File: config.mk
export PLATFORM = sky130hd
export DESIGN_NAME = led_blink_and_morse_keyer_core
export DESIGN_NICKNAME = d
export VERILOG_FILES = /design/src/design/lbmk_pkg.sv /design/src/design/lbmk_step.sv /design/src/design/led_blink_and_morse_keyer_core.sv
export SDC_FILE = /design/constraint.sdc
export NUM_CORES = 1
export LEC_CHECK = 0
export BUFFER_PORTS_ARGS = -buffer_cell sky130_fd_sc_hd__buf_2
export CORE_MARGIN = 2
export CORE_UTILIZATION = 35
export CTS_BUF_LIST = sky130_fd_sc_hd__clkbuf_8 sky130_fd_sc_hd__clkbuf_16
export CTS_CLUSTER_SIZE = 24
export DETAILED_ROUTE_END_ITERATION = 10
export HOLD_SLACK_MARGIN = 0.05
export SYNTH_ARGS = -nofsm -noshare
export SYNTH_HDL_FRONTEND = slang
export SYNTH_SLANG_ARGS = --single-unit
File: constraint.sdc
create_clock -name clk_i -period 5.1 [get_ports clk_i]
set_clock_uncertainty 0.1 [all_clocks]
set_input_delay 1.53 -clock clk_i [delete_from_list [all_inputs] [get_ports clk_i]]
set_output_delay 1.53 -clock clk_i [all_outputs]
set_load 0.02 [all_outputs]
File: src/design/lbmk_pkg.sv
// shared types, constants and morse code tables for the led blink and morse keyer
// no dependencies; imported by lbmk_step, led_blink_and_morse_keyer_core and the testbench
`default_nettype none

package lbmk_pkg;

  localparam int unsigned CFG_IDX_W  = 3;
  localparam int unsigned CFG_DATA_W = 8;
  localparam int unsigned CNT_W      = 8;
  localparam int unsigned DOT_W      = 7;
  localparam int unsigned IDX_W      = 5;
  localparam int unsigned POS_W      = 3;

  localparam logic [DOT_W-1:0] DOT_RESET = 7'd50;
  localparam logic [7:0]       CHAR_A    = 8'h41;
  localparam logic [7:0]       CHAR_Z    = 8'h5a;

  // register indexes of the configuration port
  typedef enum logic [CFG_IDX_W-1:0] {
    REG_BLINK_ENABLE = 3'd0,
    REG_ON_TIME      = 3'd1,
    REG_PERIOD       = 3'd2,
    REG_ACTIVE_LOW   = 3'd3,
    REG_DOT_TICKS    = 3'd4
  } lbmk_reg_e;

  typedef struct packed {
    logic             blink_enable;
    logic [CNT_W-1:0] on_time;
    logic [CNT_W-1:0] period;
    logic             active_low;
    logic [DOT_W-1:0] dot_ticks;
  } lbmk_cfg_t;

  typedef struct packed {
    logic             busy_flag;
    logic [CNT_W-1:0] tick_counter;
    logic             in_gap;
    logic             end_pending;
    logic [IDX_W-1:0] letter_index;
    logic [POS_W-1:0] element_pos;
    logic             pin_state;
  } lbmk_state_t;

  // number of elements in the letter
  function automatic logic [POS_W-1:0] code_len(input logic [IDX_W-1:0] idx);
    logic [POS_W-1:0] len;
    case (idx)
      5'd0:  len = 3'd2;
      5'd1:  len = 3'd4;
      5'd2:  len = 3'd4;
      5'd3:  len = 3'd3;
      5'd4:  len = 3'd1;
      5'd5:  len = 3'd4;
      5'd6:  len = 3'd3;
      5'd7:  len = 3'd4;
      5'd8:  len = 3'd2;
      5'd9:  len = 3'd4;
      5'd10: len = 3'd3;
      5'd11: len = 3'd4;
      5'd12: len = 3'd2;
      5'd13: len = 3'd2;
      5'd14: len = 3'd3;
      5'd15: len = 3'd4;
      5'd16: len = 3'd4;
      5'd17: len = 3'd3;
      5'd18: len = 3'd3;
      5'd19: len = 3'd1;
      5'd20: len = 3'd3;
      5'd21: len = 3'd4;
      5'd22: len = 3'd3;
      5'd23: len = 3'd4;
      5'd24: len = 3'd4;
      5'd25: len = 3'd4;
      default: len = 3'd0;
    endcase
    return len;
  endfunction

  // element k in bit k, 1 is a dash
  function automatic logic [7:0] code_pat(input logic [IDX_W-1:0] idx);
    logic [7:0] pat;
    case (idx)
      5'd0:  pat = 8'd2;
      5'd1:  pat = 8'd1;
      5'd2:  pat = 8'd5;
      5'd3:  pat = 8'd1;
      5'd4:  pat = 8'd0;
      5'd5:  pat = 8'd4;
      5'd6:  pat = 8'd3;
      5'd7:  pat = 8'd0;
      5'd8:  pat = 8'd0;
      5'd9:  pat = 8'd14;
      5'd10: pat = 8'd5;
      5'd11: pat = 8'd2;
      5'd12: pat = 8'd3;
      5'd13: pat = 8'd1;
      5'd14: pat = 8'd7;
      5'd15: pat = 8'd6;
      5'd16: pat = 8'd11;
      5'd17: pat = 8'd2;
      5'd18: pat = 8'd0;
      5'd19: pat = 8'd1;
      5'd20: pat = 8'd4;
      5'd21: pat = 8'd8;
      5'd22: pat = 8'd6;
      5'd23: pat = 8'd9;
      5'd24: pat = 8'd13;
      5'd25: pat = 8'd3;
      default: pat = 8'd0;
    endcase
    return pat;
  endfunction

endpackage

`default_nettype wire

File: src/design/lbmk_step.sv
// next-state logic for one word: idle blink, letter start and morse tick
// depends on lbmk_pkg
`default_nettype none

module lbmk_step import lbmk_pkg::*; (
  input  wire lbmk_state_t      state_i,
  input  wire lbmk_cfg_t        cfg_i,
  input  wire                   cmd_i,
  input  wire [7:0]             letter_i,
  output lbmk_state_t           state_o,
  output logic                  rejected_o
);

  logic             lit;
  logic             dark;
  logic [CNT_W-1:0] dot8;
  logic [CNT_W-1:0] two_dot;
  logic [CNT_W-1:0] three_dot;
  logic             letter_ok;
  logic [7:0]       letter_off;

  assign lit        = ~cfg_i.active_low;
  assign dark       = cfg_i.active_low;
  assign dot8       = {1'b0, cfg_i.dot_ticks};
  assign two_dot    = {cfg_i.dot_ticks, 1'b0};
  assign three_dot  = dot8 + two_dot;
  assign letter_ok  = (letter_i >= CHAR_A) && (letter_i <= CHAR_Z);
  assign letter_off = letter_i - CHAR_A;

  always_comb begin
    lbmk_state_t      s;
    logic [POS_W-1:0] len;
    logic [7:0]       pat;
    logic [CNT_W-1:0] cnt;
    logic             run_morse;

    s          = state_i;
    rejected_o = 1'b0;
    run_morse  = 1'b0;

    if (state_i.busy_flag) begin
      run_morse = 1'b1;
    end else if (cmd_i) begin
      if (letter_ok) begin
        // start a letter: the counter is set so that this word's morse tick lands on the first element
        s.letter_index = letter_off[IDX_W-1:0];
        s.element_pos  = '0;
        s.tick_counter = 8'd1;
        s.busy_flag    = 1'b1;
        s.in_gap       = 1'b1;
        run_morse      = 1'b1;
      end else begin
        rejected_o = 1'b1;
      end
    end else if (!cfg_i.blink_enable) begin
      s.pin_state = lit;
    end else begin
      cnt            = state_i.tick_counter - 8'd1;
      s.tick_counter = cnt;
      if (cnt == '0) begin
        s.pin_state    = dark;
        s.tick_counter = cfg_i.period;
      end else if (cnt == cfg_i.on_time) begin
        s.pin_state = lit;
      end
    end

    len = code_len(s.letter_index);
    pat = code_pat(s.letter_index);
    cnt = s.tick_counter - 8'd1;

    if (run_morse) begin
      s.tick_counter = cnt;
      if (cnt == '0) begin
        if (!s.in_gap) begin
          s.pin_state    = dark;
          s.in_gap       = 1'b1;
          s.tick_counter = dot8;
        end else if (s.element_pos < len) begin
          s.pin_state    = lit;
          s.tick_counter = pat[s.element_pos] ? three_dot : dot8;
          s.element_pos  = s.element_pos + 3'd1;
          s.in_gap       = 1'b0;
          s.end_pending  = 1'b0;
        end else if (s.end_pending) begin
          s.busy_flag = 1'b0;
        end else begin
          s.tick_counter = two_dot;
          s.end_pending  = 1'b1;
        end
      end
    end

    state_o = s;
  end

endmodule

`default_nettype wire

File: src/design/led_blink_and_morse_keyer_core.sv
// top level of the led blink and morse keyer: handshakes, config registers, state
// depends on lbmk_pkg and lbmk_step
`default_nettype none

// channel   signals                                   direction
// in        in_valid_i in_ready_o cmd_i letter_i      word in
// out       out_valid_o out_ready_i pin_level_o
//           busy_res_o rejected_o                     word out
// cfg       cfg_valid_i cfg_ready_o cfg_index_i
//           cfg_data_i                                register write
//
// one word per cycle sustained while the result side is not stalled; a word is
// taken into the input register, then steps into the result register when the
// result slot is free, and the keyer state is updated in that step as well
// reset clears the state, the pipeline valids and the config to its defaults
// a stalled result holds only the result register; the input register still
// takes one word, then in_ready_o drops until the result moves on

module led_blink_and_morse_keyer_core import lbmk_pkg::*; (
  input  wire                   clk_i,
  input  wire                   rst_ni,
  input  wire                   in_valid_i,
  output logic                  in_ready_o,
  input  wire                   cmd_i,
  input  wire [7:0]             letter_i,
  output logic                  out_valid_o,
  input  wire                   out_ready_i,
  output logic                  pin_level_o,
  output logic                  busy_res_o,
  output logic                  rejected_o,
  input  wire                   cfg_valid_i,
  output logic                  cfg_ready_o,
  input  wire [CFG_IDX_W-1:0]   cfg_index_i,
  input  wire [CFG_DATA_W-1:0]  cfg_data_i
);

  lbmk_cfg_t   cfg_q;
  lbmk_state_t state_q, state_d;

  logic        in_vld_q;
  logic        cmd_q;
  logic [7:0]  letter_q;
  logic        step_fire;
  logic        rejected_d;

  logic        out_vld_q;
  logic        pin_q;
  logic        busy_q;
  logic        rej_q;

  // config writes are always taken
  assign cfg_ready_o = 1'b1;

  always_ff @(posedge clk_i or negedge rst_ni) begin
    if (!rst_ni) begin
      cfg_q.blink_enable <= 1'b0;
      cfg_q.on_time      <= '0;
      cfg_q.period       <= '0;
      cfg_q.active_low   <= 1'b0;
      cfg_q.dot_ticks    <= DOT_RESET;
    end else if (cfg_valid_i) begin
      unique case (cfg_index_i)
        REG_BLINK_ENABLE: cfg_q.blink_enable <= cfg_data_i[0];
        REG_ON_TIME:      cfg_q.on_time      <= cfg_data_i;
        REG_PERIOD:       cfg_q.period       <= cfg_data_i;
        REG_ACTIVE_LOW:   cfg_q.active_low   <= cfg_data_i[0];
        REG_DOT_TICKS:    cfg_q.dot_ticks    <= cfg_data_i[DOT_W-1:0];
        default: ;
      endcase
    end
  end

  // the word in the input register moves on when the result slot frees up
  assign step_fire  = in_vld_q && (!out_vld_q || out_ready_i);
  assign in_ready_o = !in_vld_q || step_fire;

  always_ff @(posedge clk_i or negedge rst_ni) begin
    if (!rst_ni) begin
      in_vld_q <= 1'b0;
    end else if (in_ready_o) begin
      in_vld_q <= in_valid_i;
    end
  end

  // payload needs no reset
  always_ff @(posedge clk_i) begin
    if (in_ready_o && in_valid_i) begin
      cmd_q    <= cmd_i;
      letter_q <= letter_i;
    end
  end

  lbmk_step u_step (
    .state_i    (state_q),
    .cfg_i      (cfg_q),
    .cmd_i      (cmd_q),
    .letter_i   (letter_q),
    .state_o    (state_d),
    .rejected_o (rejected_d)
  );

  // keyer state advances once per word, together with its result
  always_ff @(posedge clk_i or negedge rst_ni) begin
    if (!rst_ni) begin
      state_q <= '0;
    end else if (step_fire) begin
      state_q <= state_d;
    end
  end

  always_ff @(posedge clk_i or negedge rst_ni) begin
    if (!rst_ni) begin
      out_vld_q <= 1'b0;
    end else if (step_fire) begin
      out_vld_q <= 1'b1;
    end else if (out_ready_i) begin
      out_vld_q <= 1'b0;
    end
  end

  always_ff @(posedge clk_i) begin
    if (step_fire) begin
      pin_q  <= state_d.pin_state;
      busy_q <= state_d.busy_flag;
      rej_q  <= rejected_d;
    end
  end

  assign out_valid_o = out_vld_q;
  assign pin_level_o = pin_q;
  assign busy_res_o  = busy_q;
  assign rejected_o  = rej_q;

endmodule

`default_nettype wire

# Word level (Yosys, flattened, before mapping)
# Memory sizes are Yosys's and may differ from the RTL's.
# Index checks and enable logic that the tools add are counted.
dict set report totals {
  ff_bits 59
  latch_bits 0
  ramBits 0
  rom_bits 224
  wordCells 93
  n_memories 2
}
# name words word_bits read_ports rd_ports_with_merged_regs write_ports line_no
set mem_list {}
lappend mem_list {{(no name shown)} 32 4 1 0 0 lbmk_pkg.sv:83} ;# case (idx)
lappend mem_list {{(no name shown)} 32 3 1 0 0 lbmk_pkg.sv:48} ;# case (idx)
dict set report classes {
  addsub 5
  multipliers 0
  n_div 0
  magnitude_cmp 4
  eq_ne 5
  shifts 0
  mux 38
  bitwise_logic 2
  reduce_logical 18
}
# operator count
set op_table {}
lappend op_table {{$mux 8} 8}
lappend op_table {{$mux 11} 2}
lappend op_table {{$mux 10} 2}
lappend op_table {{$mux 1} 19}
lappend op_table {{$mux 9} 2}
lappend op_table {{$logic_not 8->1} 2}
lappend op_table {{$sub 8x1->8 const B} 2}
lappend op_table {{$mux 4} 3}
lappend op_table {{$reduce_and 2->1} 5}
lappend op_table {{$add 7x8->8} 1}
lappend op_table {{$eq 8x8->1} 1}
lappend op_table {{$ge 8x7->1 const B} 1}
lappend op_table {{$le 8x7->1 const B} 1}
lappend op_table {{$eq 3x2->1 const B} 2}
lappend op_table {{$sub 5x1->5 const B} 1}
lappend op_table {{$lt 3x4->1 const B} 1}
lappend op_table {{$reduce_and 4->1} 1}
lappend op_table {{$add 3x1->3 const B} 1}
lappend op_table {{$bmux 1 s3} 1}
lappend op_table {{$eq 3x1->1 const B} 1}
lappend op_table {{$eq 3x3->1 const B} 1}
lappend op_table {{$logic_and 1x1->1} 3}
lappend op_table {{$logic_not 3->1} 1}
lappend op_table {{$lt 3x3->1} 1}
lappend op_table {{6 further kinds} 9}

# Longest topological paths before layout
# Gate-level depths: netlist of the first run.
# An unclocked memory read counts as a cell.
dict set report logic_depth {
  word_depth 15
  mapped_depth 24
  ltp_nobuf 20
}

# By module
# From an unflattened synthesis of the first run, not the netlist that was laid out.
dict set report hier_totals {
  hier_cells 559
  hier_area_um2 5084.9
}
# module instances cells_each area_per_inst_um2 seq_area_each_um2
set modules_own_cells {}
lappend modules_own_cells {lbmk_step 1 436 2897.8 0.0}
lappend modules_own_cells {led_blink_and_morse_keyer_core 1 123 2187.1 1540.2}

# Least setup slack after synthesis of the first run
# Ideal clock, no wire load.
dict set report synth_path {
  path_type {register to register}
  startpoint {register letter_q[0]}
  endpoint {register state_q[17] in the netlist's numbering}
  setup_time_ps 126
  arrival_ps 4712
  setup_slack_ps 162
  path_stages_with_launch 23
  path_cell_list {edfxtp_1 inv_1 ha_1 or3b_1 or3_1 buf_2 nand3_1 buf_4 buf_2 nand2_1 a21boi_0 ha_1 xnor2_1 nor3_1 a311oi_1 ha_1 a31o_2 a21oi_1 o31a_1 buf_2 a21oi_2 or4_1 o311a_1}
}
dict set report synth_via {
  elab_chain_len 13
}
# element line_no
set synth_rtl {}
lappend synth_rtl {{start: declaration} led_blink_and_morse_keyer_core.sv:42} ;# logic [7:0] letter_q;
lappend synth_rtl {{start signal: assignment} led_blink_and_morse_keyer_core.sv:89} ;# letter_q <= letter_i;
lappend synth_rtl {{$ge 8x7->1 or $le 8x7->1 (tied branches)} lbmk_step.sv:27} ;# assign letter_ok = (letter_i >= CHAR_A) && (letter_i <= CHAR_Z);
lappend synth_rtl {{$logic_and 1x1->1} lbmk_step.sv:27}
lappend synth_rtl {{$mux 8} lbmk_step.sv:44} ;# if (letter_ok) begin
lappend synth_rtl {{$mux 8} lbmk_step.sv:43} ;# end else if (cmd_i) begin
lappend synth_rtl {{$mux 9} lbmk_step.sv:41} ;# if (state_i.busy_flag) begin
lappend synth_rtl {{$mem_v2 32x4} -}
lappend synth_rtl {{$bmux 1 s3} lbmk_step.sv:81} ;# s.tick_counter = pat[s.element_pos] ? three_dot : dot8;
lappend synth_rtl {{$mux 1 (implied by the code)} lbmk_step.sv:81}
lappend synth_rtl {{$mux 8} lbmk_step.sv:81}
lappend synth_rtl {{$mux 8} lbmk_step.sv:79} ;# end else if (s.element_pos < len) begin
lappend synth_rtl {{$mux 9} lbmk_step.sv:75} ;# if (!s.in_gap) begin
lappend synth_rtl {{$mux 11} lbmk_step.sv:74} ;# if (cnt == '0) begin
lappend synth_rtl {{$mux 11 *} lbmk_step.sv:72} ;# if (run_morse) begin
lappend synth_rtl {{end signal: assignment} led_blink_and_morse_keyer_core.sv:107} ;# state_q <= state_d;
lappend synth_rtl {{end: declaration} led_blink_and_morse_keyer_core.sv:38} ;# lbmk_state_t state_q, state_d;
# Every way passes the cells marked *; elsewhere a longest branch is shown, timed or not. The select of a mux whose other input is x is not followed.
# A chain may end at the register's enable or synchronous reset.

==> results of run 1 <==
cell type report:
type / instances / share of cell area, %
multi-input combinational: 420 / 54.5
sequential: 59 / 28.1
clock buffer: 9 / 4.10
inverter: 30 / 2.05
clock inverter: 7 / 1.85
tap: 176 / 4.01
timing repair buffer: 49 / 5.38
repair_timing:
item | CTS | global route
setup endpoints to repair | 0 | 15
hold buffers | 0 | 0
gates resized for setup | 0 | 4
setup buffers | 0 | 4
final timing paths:
path	from	endpoint	slack [ns]
worst max-delay path	letter_q[0]	state_q[17]	0.34
worst min-delay path	in_vld_q	out_valid_o	0.39
worst min register to register	in_vld_q	out_valid_o	0.39
worst max register to register	letter_q[0]	state_q[17]	0.34
max in group asynchronous	rst_ni	state_q[5]	2.91
min in group asynchronous	rst_ni	cfg_q[6]	1.30
flip-flops by register name, summed over array words and instances, names as in the netlist:
register / count
rejected_o: 1
letter_q: 8
cfg_q: 25
state_q: 20
pin_level_o: 1
in_vld_q: 1
busy_res_o: 1
cmd_q: 1
out_valid_o: 1
worst reg2reg max path: cells and delay by family (launching register included):
family	cells	cell delay (ns)
and+or+nand+nor	5	1.51
AOI/OAI and AO/OA	6	1.16
adders and majority gates	3	0.81
DFF	1	0.45
buffers and inverters	2	0.24
muxes	1	0.23
xor gates and xnor gates	1	0.17
metrics by stage:
stage | instances | utilization (%) | instance area [µm²] | total power [W]
detailed placement | 729 | 38.5 | 5110 | 0.00211
global placement | 729 | 38.5 | 5110 | 0.00209
global route | 750 | 41.3 | 5490 | 0.00305
finish | 750 | 41.3 | 5490 | 0.00287
floorplan | 535 | - | 4770 | 0.00178
CTS | 745 | 40.9 | 5440 | 0.00278
power breakdown:
group | switching (W) | total (W) | internal, W
clock network | 0.000229 | 0.000659 | 0.000430
registers | 0.000180 | 0.000780 | 0.000600
logic | 0.000820 | 0.00143 | 0.000607
cells in the mapped netlist, types with 4 or more instances:
master    number  area [µm²]
o221ai_1       4        35.0
nand2_1       49         184
a21o_1         5        37.5
a211oi_1       6        45.0
xnor2_1       19         166
inv_1         29         109
nor2_1        37         139
a221oi_1       4        35.0
o211ai_1       4        30.0
o21ai_0       27         135
buf_2          9        45.0
ha_1          23         288
nand3_1       17        85.1
xor2_1        12         105
a31oi_1       13        81.3
a41oi_1        6        52.6
nand2b_1       7        43.8
and3_1         6        37.5
nand4_1        6        37.5
a21oi_1       28         140
nand3b_1       4        30.0
dfrtp_1       44        1100
mux2_2        22         248
mux2i_1        6        60.1
a311oi_1       5        43.8
edfxtp_1      12         360
nor2b_1        6        37.5
and2_1         6        37.5
nor3b_1        5        37.5
nor3_1        16        80.1
o21bai_1       4        30.0
clkbuf_1      12        45.0
cell families after synthesis:
family                     Yosys count  share of synthesized area (%)
DFF                                 59                           32.3
other                                1                         0.0786
muxes                               29                           6.77
adders and majority gates           24                           6.45
xor gates and xnor gates            32                           6.03
AOI/OAI and AO/OA                  147                           22.1
and+or+nand+nor                    186                           20.9
buffers and inverters               57                           5.38
routing by layer:
| layer | up-vias | routed length (µm) | global-route usage [%] |
|---|---|---|---|
| li1 | 2051 | - | - |
| met1 | 2081 | 5910 | 24.2 |
| met2 | 138 | 6290 | 30.0 |
| met3 | 23 | 589 | 3.21 |
| met4 | 0 | 289 | 5.89 |
| met5 | - | 0 | 0 |
==> results.cfg, run 1 <==
[floorplan]
placementRows = 42
die_area_um2 = 14600
die_width_um = 121
initial_core_util_pct = 35.9
core_area_um2 = 13300
die_y_um = 121
io_pins = 31

[worst_setup_path]
worstSetupStartpointType = register
cpMostUsedCell = ha_1
arrival_ns = 4.88
cp.depth = 18
crit_buf_inv = 2
slowest_stage = or4_1
worstRegToRegCells = 18
crit_fanout = 7
cp_top_family = simple AND/OR/NAND/NOR gates
worstPathRequired_ns = 5.22
crit_type = reg2reg
cp-end-kind = register
max_stage_delay_ns = 0.49
cp_cell_sequence = inv_1 -> ha_1 -> or3b_1 -> or3_4 -> and3_1 -> mux2i_1 -> ha_1 -> xnor2_1 -> nor3_1 -> a311oi_1 -> ha_1 -> a31o_2 -> a21oi_2 -> o31a_2 -> buf_4 -> a21oi_2 -> or4_1 -> o311a_1

[global_routing]
grt_pass1_wl_um = 21000
grt_pass1_vias = 4058
track_usage_pct = 18.2
grt_max_degree = 48
overflow = 0
antenna_found_initial = 0

[synth]
synth_area_per_cell_um2 = 8.92
synth_edf_count = 12
yosysSeqAreaShare_pct = 32.3
synth_fp_nets = 584
synth_flop_cell = dfrtp_1
netlist_area_um2 = 4770
yosys_warnings = 0
synth-seq-cells = 59
synth_cell_types = 89
synthArstFlopShare_pct = 79.7
syn_inst = 535

[timing]
hold_viol = 0
rsz0062_at_grt = false
setup-tns-final_ns = 0
post-route-min-period_ns = 4.76
max-slew-margin-rel_pct = 26.9
drv_slew = 0
setup_viol = 0
fin_crit_sh_pct = 93.4
fmax_ghz = 0.210
worst_pin_slew_ns = 1.10
hold_slack_ns = 0.389
layout_setup_ws_ns = 0.336

[placed_design]
place_ws_ns = 0.00908
hpwl_um = 9700
routabilityCongestion = 0.945
portBuffers = 29

[detailed_routing]
drc = 0
drt-initial-drc-count = 492
dr.pass1.iters = 6
vias = 4293
antenna_left = 0
wl_um = 13100
via_per_inst = 5.72
wire_per_inst_um = 17.4

[flow_run]
drv_cap = 0

[clock_tree]
clock_path_buffers = 2
clock-sinks = 59
cts_tree = built
path_clk_slew_ns = 0.06
cts_buffers = 9
clkLatencyLatePin_ns = 0.33
h-tree-depth = 3
root_buffer = clkbuf_16

[worst_hold_path]
holdPathStages = 1
min_path_type = reg2reg

[cells_and_area]
final_common_cell = nand2_1
fill_cells = 1323
multi_input_area_um2 = 2990
antenna_cells = 0
register_area_um2 = 1540
final_layout_size_suffix_gt1_share_pct = 21.1
area_growth_pct = 15.0
mostFrequentLayoutCells = 49 x nand2_1, 44 x dfrtp_1, 37 x nor2_1, 29 x inv_1, 29 x buf_2
nets = 618

[power_and_ir_drop]
powerDensity_nw_per_um2 = 522
p_leak_nw = 2.28
peakVddDrop_v = 0.000248

[outcome]
outcome = finished, final reports clean
Note: power is estimated with default switching activity, not from simulation.
==> run 2, diff against run 1 <==
- CORE_UTILIZATION: 35 -> 47
- PLACE_DENSITY: not set -> 0.67
==> run 2 against run 1 <==
Global-route usage rose by 5.3 points. Combinational power fell by 6%. Via count did not move. Maximum frequency rose by 1.2%. Wire length fell by 4.9%. Cell count fell by 6.7%. Clock-buffer cell count rose by 3. Clock power fell by 38%. Flip-flop and latch count did not move. Total power fell by 12%. Critical endpoint unchanged.
==> results.cfg, run 2 (synthesized netlist as in run 1, its figures left out) <==
[worst_setup_path]
slowest_stage = or4_1
max_stage_delay_ns = 0.49
arrival_ns = 4.84
crit_type = reg2reg
worstSetupStartpointType = register
r2r_slack_ns = 0.39
worstRegToRegCells = 18
worstPathRequired_ns = 5.23
crit_fanout = 19
cp_cell_sequence = inv_1 -> ha_1 -> or3b_1 -> or3_4 -> and4b_1 -> or2_1 -> nor3_1 -> nor2_1 -> nor2_1 -> a311oi_1 -> ha_1 -> a31o_2 -> a21oi_1 -> o31a_1 -> buf_4 -> a21oi_2 -> or4_1 -> o311a_1
cp-end-kind = register

[detailed_routing]
wl_um = 12400
drt-initial-drc-count = 264
drc = 0
wire_per_inst_um = 17.8
vias = 4293
antenna_left = 0
via_per_inst = 6.13
dr.pass1.iters = 7

[worst_hold_path]
holdPathStages = 1
min_path_type = reg2reg

[clock_tree]
h-tree-depth = 3
ctsResizeCount = 0
cts_tree = built
root_buffer = clkbuf_8
clock-sinks = 59
cts_hold_buf = 0
cts_buffers = 9
path_clk_slew_ns = 0.07
clkLatencyLatePin_ns = 0.35
cts_setup_buffers = 0
clock_path_buffers = 2

[global_routing]
grt_pass1_wl_um = 20700
overflow = 0
track_usage_pct = 23.5
antenna_found_initial = 0
grt_pass1_vias = 4095
grt_max_degree = 48

[cells_and_area]
mostFrequentLayoutCells = 49 x nand2_1, 44 x dfrtp_1, 37 x nor2_1, 32 x inv_1, 29 x buf_2
top_register = cfg_q
post-route-util_pct = 53.4
final_common_cell = nand2_1
largest_register_ffs = 25
reg_top3 = cfg_q (25), state_q (20), letter_q (8)
final_layout_size_suffix_gt1_share_pct = 19.4
area_growth_pct = 9.86
nets = 611
antenna_cells = 0
stdcell_area_um2 = 5240

[floorplan]
core_area_um2 = 9820
initial_core_util_pct = 48.6
io_pins = 31
die_area_um2 = 11000
die_width_um = 105
die_y_um = 105
placementRows = 36

[timing]
drv_slew = 0
hold_viol = 0
fin_crit_sh_pct = 92.3
fmax_ghz = 0.212
hold_slack_ns = 0.408
max-slew-margin-rel_pct = 29.1
setup-tns-final_ns = 0
worst_pin_slew_ns = 1.06
rsz0062_at_grt = false
post-route-min-period_ns = 4.71
setup_viol = 0

[placed_design]
postPlaceCellArea_um2 = 5040
hpwl_um = 9470
routabilityCongestion = 0.913
portBuffers = 29

[outcome]
outcome = finished, final reports clean

[power_and_ir_drop]
power.total_w = 0.00253
p_leak_nw = 2.21
peakVddDrop_v = 0.000229
powerDensity_nw_per_um2 = 482

[flow_run]
drv_cap = 0
## run 2: cell types whose count changed in the layout (fill, tap and decap cells not counted)
cell,previous run,this run
clkbuf_8,0,11
clkbuf_16,9,1
buf_4,20,14
inv_1,29,32
bufinv_16,2,0
clkinv_4,2,0
clkinvlp_4,2,0
a21oi_1,27,28
a21oi_2,2,1
clkinv_2,0,1
inv_6,1,0
o31a_2,1,0
## run 2: stage by stage
step                      std cells  setup slack (ns)
after floorplan                 535             0.162
after global placement          684             0.366
after detailed placement        684             0.295
after CTS                       700             0.264
after global routing            700            0.0307
final                           700             0.391
## run 2: worst paths after layout
path                             start     endpoint
max                        letter_q[0]  state_q[17]
min                           in_vld_q  out_valid_o
max reg2reg                letter_q[0]  state_q[17]
min reg2reg                   in_vld_q  out_valid_o
max in group asynchronous       rst_ni     cfg_q[9]
min in group asynchronous       rst_ni   state_q[4]
## run 2: cell type report
type	instances	area (µm²)
Clock buffer	12	176
Clock inverter	4	16.3
Fill cell	963	4580
Inverter	30	113
Multi-Input combinational cell	419	2980
Sequential cell	59	1540
Tap cell	133	166
Timing Repair Buffer	43	250
## run 2: metal layers
metal | part of all wire [%] | GRT usage [%] | routed length [µm] | up-vias
li1 | - | - | - | 2025
met1 | 43 | 29.7 | 5370 | 2087
met2 | 48 | 39.7 | 5980 | 152
met3 | 5.7 | 5.24 | 708 | 29
met4 | 3.0 | 8.00 | 367 | 0
met5 | 0 | 0 | 0 | -
## run 2: critical path, delay by kind of cell, from the launching register on
| family | cells | cell delay [ns] |
|---|---|---|
| adders and majority gates | 2 | 0.51 |
| DFF | 1 | 0.46 |
| AOI/OAI and AO/OA | 6 | 0.81 |
| and+or+nand+nor | 8 | 2.38 |
| buffers and inverters | 2 | 0.33 |
## run 2: power by group
group	internal [W]	switching (W)	total (W)	leakage [nW]
Clock	0.000226	0.000185	0.000411	0.111
Combinational	0.000566	0.000776	0.00134	1.42
Sequential	0.000599	0.000174	0.000774	0.680
